[src/design/shva_pkg.sv]
// shared types, constants and trig tables for the square hough vote accumulator
package shva_pkg;

    localparam int DEF_MAX_WIDTH  = 32;
    localparam int DEF_MAX_HEIGHT = 32;
    localparam int DEF_SIDE_BINS  = 32;
    localparam int ANGLE_BINS     = 90;
    localparam int ANGLE_W        = 7;
    localparam int TAB_N          = 45;
    localparam int TAB_W          = 31;
    localparam int CNT_W          = 8;

    localparam logic [1:0] CFG_IMAGE_WIDTH  = 2'd0;
    localparam logic [1:0] CFG_IMAGE_HEIGHT = 2'd1;
    localparam logic [1:0] CFG_VOTE_TARGET  = 2'd2;

    localparam logic [5:0] RST_IMAGE_WIDTH  = 6'd32;
    localparam logic [5:0] RST_IMAGE_HEIGHT = 6'd32;
    localparam logic [7:0] RST_VOTE_TARGET  = 8'd4;

    localparam logic OP_VOTE  = 1'b0;
    localparam logic OP_QUERY = 1'b1;

    localparam logic [63:0] PI_Q30 = 64'd3373259426;
    localparam logic [63:0] Q_ONE  = 64'd1 << 30;

    typedef logic [TAB_W-1:0] trig_tab_t [TAB_N];

    typedef struct packed {
        logic [4:0]         center_x;
        logic [4:0]         center_y;
        logic [ANGLE_W-1:0] angle_bin;
        logic [5:0]         side_bin;
    } geom_result_t;

    // sin or cos of (k + 0.5) degrees in q30, taylor series
    function automatic logic [TAB_W-1:0] trig_q30(int k, bit want_cos);
        logic [63:0] x;
        logic [63:0] x2;
        logic [63:0] st;
        logic [63:0] ct;
        logic [63:0] s;
        logic [63:0] c;
        x  = (64'(2 * k + 1) * PI_Q30) / 360;
        x2 = (x * x) >> 30;
        st = x;
        s  = x;
        ct = Q_ONE;
        c  = Q_ONE;
        st = ((st * x2) >> 30) / 6;   ct = ((ct * x2) >> 30) / 2;   s = s - st; c = c - ct;
        st = ((st * x2) >> 30) / 20;  ct = ((ct * x2) >> 30) / 12;  s = s + st; c = c + ct;
        st = ((st * x2) >> 30) / 42;  ct = ((ct * x2) >> 30) / 30;  s = s - st; c = c - ct;
        st = ((st * x2) >> 30) / 72;  ct = ((ct * x2) >> 30) / 56;  s = s + st; c = c + ct;
        st = ((st * x2) >> 30) / 110; ct = ((ct * x2) >> 30) / 90;  s = s - st; c = c - ct;
        st = ((st * x2) >> 30) / 156; ct = ((ct * x2) >> 30) / 132; s = s + st; c = c + ct;
        st = ((st * x2) >> 30) / 210; ct = ((ct * x2) >> 30) / 182; s = s - st; c = c - ct;
        st = ((st * x2) >> 30) / 272; ct = ((ct * x2) >> 30) / 240; s = s + st; c = c + ct;
        return want_cos ? c[TAB_W-1:0] : s[TAB_W-1:0];
    endfunction

    function automatic trig_tab_t build_tab(bit want_cos);
        trig_tab_t t;
        for (int k = 0; k < TAB_N; k++)
        begin
            t[k] = trig_q30(k, want_cos);
        end
        return t;
    endfunction

    localparam trig_tab_t SIN_TAB = build_tab(1'b0);
    localparam trig_tab_t COS_TAB = build_tab(1'b1);

    // base + off - 1, held to 0..top
    function automatic logic [9:0] clamp_off(logic [9:0] base, logic [1:0] off,
                                             logic [9:0] top);
        logic [9:0] t;
        t = base + 10'(off);
        if (t == 10'd0)
        begin
            return 10'd0;
        end
        t = t - 10'd1;
        return (t > top) ? top : t;
    endfunction

endpackage

[src/design/shva_geom.sv]
// diagonal geometry unit: center, side and angle bin on one shared multiplier
module shva_geom (
    input  logic                  clk,
    input  logic                  rst_n,
    input  logic                  start,
    input  logic [4:0]            first_x,
    input  logic [4:0]            first_y,
    input  logic [4:0]            second_x,
    input  logic [4:0]            second_y,
    output logic                  done,
    output shva_pkg::geom_result_t result
);
    import shva_pkg::*;

    localparam logic [2:0] G_IDLE = 3'd0;
    localparam logic [2:0] G_SQX  = 3'd1;
    localparam logic [2:0] G_SQY  = 3'd2;
    localparam logic [2:0] G_SIDE = 3'd3;
    localparam logic [2:0] G_ANG0 = 3'd4;
    localparam logic [2:0] G_ANG1 = 3'd5;
    localparam logic [2:0] G_DONE = 3'd6;

    logic [2:0]  state_reg, state_next;
    logic [4:0]  adx_reg, ady_reg, p_reg, q_reg;
    logic        flip_reg;
    logic [4:0]  cx_reg, cy_reg;
    logic [10:0] acc_reg;
    logic [5:0]  n_reg;
    logic [5:0]  k_reg;
    logic [5:0]  cnt_reg;
    logic [37:0] lhs_reg;

    logic signed [5:0] dx, dy;
    logic [4:0]  u, v;
    logic [5:0]  csum_x, csum_y;
    logic [TAB_W-1:0] mul_a;
    logic [6:0]  mul_b;
    logic [37:0] prod;
    logic [11:0] twice;
    logic [6:0]  r;
    logic [6:0]  ang;

    always_comb
    begin
        dx = $signed({1'b0, first_x}) - $signed({1'b0, second_x});
        dy = $signed({1'b0, first_y}) - $signed({1'b0, second_y});
        csum_x = {1'b0, first_x} + {1'b0, second_x};
        csum_y = {1'b0, first_y} + {1'b0, second_y};
        if (dx == 6'sd0 && dy == 6'sd0)
        begin
            u = 5'd1;
            v = 5'd0;
        end
        else if (dx > 6'sd0 && dy >= 6'sd0)
        begin
            u = dx[4:0];
            v = dy[4:0];
        end
        else if (dx <= 6'sd0 && dy > 6'sd0)
        begin
            u = dy[4:0];
            v = 5'(-dx);
        end
        else if (dx < 6'sd0 && dy <= 6'sd0)
        begin
            u = 5'(-dx);
            v = 5'(-dy);
        end
        else
        begin
            u = 5'(-dy);
            v = dx[4:0];
        end
    end

    always_comb
    begin
        case (state_reg)
            G_SQX:
            begin
                mul_a = TAB_W'(adx_reg);
                mul_b = 7'(adx_reg);
            end
            G_SQY:
            begin
                mul_a = TAB_W'(ady_reg);
                mul_b = 7'(ady_reg);
            end
            G_SIDE:
            begin
                mul_a = TAB_W'({n_reg, 1'b1});
                mul_b = {n_reg, 1'b1};
            end
            G_ANG0:
            begin
                mul_a = COS_TAB[k_reg];
                mul_b = 7'(p_reg);
            end
            G_ANG1:
            begin
                mul_a = SIN_TAB[k_reg];
                mul_b = 7'(q_reg);
            end
            default:
            begin
                mul_a = '0;
                mul_b = '0;
            end
        endcase
    end

    assign prod  = 38'(mul_a) * 38'(mul_b);
    assign twice = {acc_reg, 1'b0};

    always_comb
    begin
        state_next = state_reg;
        case (state_reg)
            G_IDLE: if (start) state_next = G_SQX;
            G_SQX:  state_next = G_SQY;
            G_SQY:  state_next = G_SIDE;
            G_SIDE: if (prod > 38'(twice)) state_next = G_ANG0;
            G_ANG0: state_next = G_ANG1;
            G_ANG1: if (k_reg == 6'(TAB_N - 1)) state_next = G_DONE; else state_next = G_ANG0;
            G_DONE: state_next = G_IDLE;
            default: state_next = G_IDLE;
        endcase
    end

    always_ff @(posedge clk or negedge rst_n)
    begin
        if (!rst_n)
        begin
            state_reg <= G_IDLE;
        end
        else
        begin
            state_reg <= state_next;
        end
    end

    always_ff @(posedge clk)
    begin
        case (state_reg)
            G_IDLE:
            begin
                if (start)
                begin
                    adx_reg  <= (dx < 6'sd0) ? 5'(-dx) : dx[4:0];
                    ady_reg  <= (dy < 6'sd0) ? 5'(-dy) : dy[4:0];
                    flip_reg <= (v > u);
                    p_reg    <= (v > u) ? u : v;
                    q_reg    <= (v > u) ? v : u;
                    cx_reg   <= csum_x[5:1];
                    cy_reg   <= csum_y[5:1];
                end
            end
            G_SQX:
            begin
                acc_reg <= 11'(prod);
                n_reg   <= '0;
            end
            G_SQY:
            begin
                acc_reg <= acc_reg + 11'(prod);
            end
            G_SIDE:
            begin
                k_reg   <= '0;
                cnt_reg <= '0;
                if (prod <= 38'(twice))
                begin
                    n_reg <= n_reg + 6'd1;
                end
            end
            G_ANG0:
            begin
                lhs_reg <= prod;
            end
            G_ANG1:
            begin
                if (lhs_reg > prod)
                begin
                    cnt_reg <= cnt_reg + 6'd1;
                end
                k_reg <= k_reg + 6'd1;
            end
            default:
            begin
            end
        endcase
    end

    always_comb
    begin
        r   = flip_reg ? (7'(ANGLE_BINS) - 7'(cnt_reg)) : 7'(cnt_reg);
        ang = (r >= 7'd45) ? (r - 7'd45) : (r + 7'd45);
    end

    assign done               = (state_reg == G_DONE);
    assign result.center_x    = cx_reg;
    assign result.center_y    = cy_reg;
    assign result.angle_bin   = ang;
    assign result.side_bin    = n_reg;

endmodule

[config.mk]
export PLATFORM = sky130hd
export DESIGN_NAME = shva_geom
export DESIGN_NICKNAME = d
export VERILOG_FILES = /design/src/design/shva_pkg.sv /design/src/design/shva_geom.sv
export SDC_FILE = /design/constraint.sdc
export NUM_CORES = 1
export LEC_CHECK = 0
export BUFFER_PORTS_ARGS = -buffer_cell sky130_fd_sc_hd__buf_2
export CORE_MARGIN = 2
export CORE_UTILIZATION = 50
export DETAILED_ROUTE_END_ITERATION = 8
export PLACE_DENSITY_LB_ADDON = 0.05
export SYNTH_ARGS = -nofsm -noshare
export SYNTH_HDL_FRONTEND = slang
export SYNTH_SLANG_ARGS = --single-unit
[constraint.sdc]
create_clock -name clk -period 10.49 [get_ports clk]
set_input_delay 2.098 -clock clk [delete_from_list [all_inputs] [get_ports clk]]
set_output_delay 2.098 -clock clk [all_outputs]
set_load 0.02 [all_outputs]
==> metrics.sh <==
TIMING.CRITICAL_PATH.SLOWEST_STAGE_CELL='a211oi_1'
NUMBER_OF_BUFFERS_INSERTED_DURING_CLOCK_TREE_SYNTHESIS=9
PLACE.DETAILED.HPWL_UM=46600
CLOCK_NETWORK_FRACTION_OF_TOTAL_POWER_PCT=5.9
GRT_FIRST_PASS_WIRELENGTH_UM=92600
TRITONCTS_CLOCK_TREE='built'
DIE_AREA_UM2=36000
RSZ0062_AT_GRT='no'
PORT_BUFFERS=46
CRITPATHMOSTFREQUENTCELL='fa_1'
FRACTION_OF_FINAL_LAYOUT_CELLS_WITH_DRIVE_STRENGTH_GREATER_THAN_1_PCT=7.77
POWER.SHARE.SWITCHING_PCT=56.7
MAPPEDNETLISTAREA_UM2=17200
YS.WARNINGS.COUNT=0
WORST_PATH_DOMINANT_CELL_FAMILY='compound AO/OA/AOI/OAI gates'
GRT_PASS1_VIAS=16200
DETAIL-ROUTE-ANTENNA-NETS=0
NET-SWITCHING-POWER_uW=3370
YOSYS_REGISTER_BITS=101
IOPINCOUNT=47
ENDPOINT_CLASS_OF_THE_CRITICAL_PATH='register'
FIN_NETS=2572
CELL_INTERNAL_PWR_uW=2570
PWR-SHARE-COMB_PCT=80.8
GRT_MAX_DEGREE=132
HOLD_VIOL=0
FMAX_MHz=103
POSTSYNTHCELLCOUNT=2173
SYNTH_ENABLE_FLOP_CELLS=98
ROUTED_VIAS_INST=6.12
ANTENNA_FOUND_INITIAL=1
WORSTSETUPPATHTYPE='reg -> reg'
CTSRESIZECOUNT=0
MAX-CAP-VIOLATIONS=0
FIN_UTIL_PCT=54.4
MAX_SLEW_MARGIN_PCT=7.81
POST_DRT_WL_PER_CELL_UM=22.2
SYNTHDISTINCTLIBCELLS=86
LAYOUT.CELLS.MOST_COMMON_LIST='nor2_1, inv_1, nand2_1, a21oi_1, ha_1'
FINAL_PERIOD_MINUS_WORST_SETUP_SLACK_NS=9.70
STATUS='complete, no violations'
MAXIMUM_FANOUT_ENCOUNTERED_ON_THE_CRITICAL_TIMING_PATH=31
MOSTFREQUENTLAYOUTCELL='nor2_1'
STD_CELL_ROWS=68
POWER.STATIC_LEAKAGE_uW=0.00844
WORST-PATH-BUF-INV=6
CRIT_PATH_MAX_INCR_DELAY_NS=1.05
CTS_POST_SETUP_BUFFERS_INSERTED=0
SEQ_POWER_SHARE_PCT=13.3
POWER_DENSITY_nW_PER_UM2=318
CLK_PATH_BUF_DEPTH=2
GRT_OVERFLOW=0
FLOORPLAN.INITIALDENSITY_PCT=50.3
H_TREE_DEPTH=3
CTS.SINKS=101
DIE_HEIGHT_UM=190
FLOW.AREA_GROWTH_FROM_SYNTHESIS_PCT=8.19
FINALSETUPVIOLCOUNT=0
GRT_USAGE_PCT=33.5
GPL.FINAL_WEIGHTED_CONGESTION=1.08
CTSROOTBUFFERMASTER='clkbuf_16'
CLK_LATENCY_NS=0.38
WL_UM=59900
VIA_TOTAL_AFTER_DETAILED_ROUTING=16500
YS_SEQ_AREA_SHARE_PCT=17.5
SLEW_VIOLATIONS=0
CRITICAL_PATH_ARRIVAL_NS=9.80
CP_DATA_REQUIRED_TIME_NS=10.59
SHARE_OF_THE_CLOCK_PERIOD_USED_BY_THE_WORST_PATH_PCT=92.5
TIMING.SETUP.TNS_NS=0
PATH_CLK_SLEW_NS=0.07
CORE_FOOTPRINT_UM2=34300
WORST_PIN_SLEW_NS=1.37
DRT-PASS1-ITER-COUNT=7
DRT_FIRST_ITER_VIOLATIONS=1885
SYNTH-ASYNC-RESET-RATIO_PCT=2.97
WORST_MIN_DELAY_PATH_CLASS='reg -> reg'
CTS_HOLD_REPAIR.BUFFERS=0
POWER.IR.VDD_WORST_uV=244
STARTPOINT_TYPE='register'
CHIPWIDTH_UM=190
FINCLKSKEW_NS=0.0117
SYNTH_AREA_PER_CELL_UM2=7.94
DETAIL_ROUTE.DRC_VIOLATIONS=0
NUMBER_OF_FLIP_FLOPS_UNDER_THE_LARGEST_REGISTER_NAME=38
DOMINANTREGCELLSYNTH='edfxtp_1'
==> through the flow <==
stage	area, um2	std cells	hold WS, ns	setup slack (ns)	power (uW)
6_report	18700	2694	0.695	0.790	5940
3_3_place_gp	18400	2677	0.664	1.08	5440
2_1_floorplan	17400	2218	0.621	1.35	4030
3_5_place_dp	18400	2677	0.676	0.929	5480
5_1_grt	18700	2693	0.722	0.316	6470
4_1_cts	18700	2693	0.680	0.905	5870
==> logic make-up after synthesis <==
group,count (synthesis),share of synthesized area (%)
flops,101,17.5
simple gates,709,18.7
other cells,2,0.0436
mux,27,1.66
buf+inv,367,8.06
compound gates,578,21.1
xor+xnor,71,3.61
fa+ha+maj,318,29.3
==> area by class of cell <==
cell class	instances	area (um2)
Antenna cell	1	2.50
Clock buffer	11	233
Clock inverter	5	61.3
Fill cell	3296	15600
Inverter	250	938
Multi-Input combinational cell	1750	13000
Sequential cell	101	3020
Tap cell	455	569
Timing Repair Buffer	121	818
==> per-layer routing <==
metal  GRT usage, %  up-vias  share of wire [%]
li1               -     7607                  -
met1           42.2     7797                 41
met5              0        -                  0
met3           6.66      254                7.9
met4           21.3        0                7.2
met2           52.7      829                 44
==> power groups by stage <==
stage | registers (uW) | clock network, uW | logic, uW
floorplan | 771 | 0 | 3260
global placement | 794 | 0 | 4640
detailed placement | 795 | 0 | 4680
CTS | 789 | 358 | 4720
global route | 804 | 369 | 5300
finish | 789 | 350 | 4800
==> synth_stat cells, types with 36 or more instances <==
library cell	n	share of area, %
nor2_1	256	5.6
inv_1	247	5.4
nand2_1	195	4.2
a21oi_1	172	5.0
ha_1	172	12
o21ai_0	152	4.4
fa_1	144	17
edfxtp_1	98	17
clkbuf_1	88	1.9
nand3_1	52	1.5
nor3_1	44	1.3
xnor2_1	39	2.0
a211oi_1	36	1.6
==> worst paths after layout <==
kind,startpoint,to,slack [ns],depth (start not counted)
worst max-delay path,k_reg[1],cnt_reg[0],0.79,33
worst min register to register,n_reg[0],n_reg[0],0.70,1
worst max register to register,k_reg[1],cnt_reg[0],0.79,33
worst min-delay path,n_reg[0],n_reg[0],0.70,1
max in group asynchronous,rst_n,state_reg[2],8.85,1
min in group asynchronous,rst_n,state_reg[1],1.52,1
(Power assumes the default switching activity.)
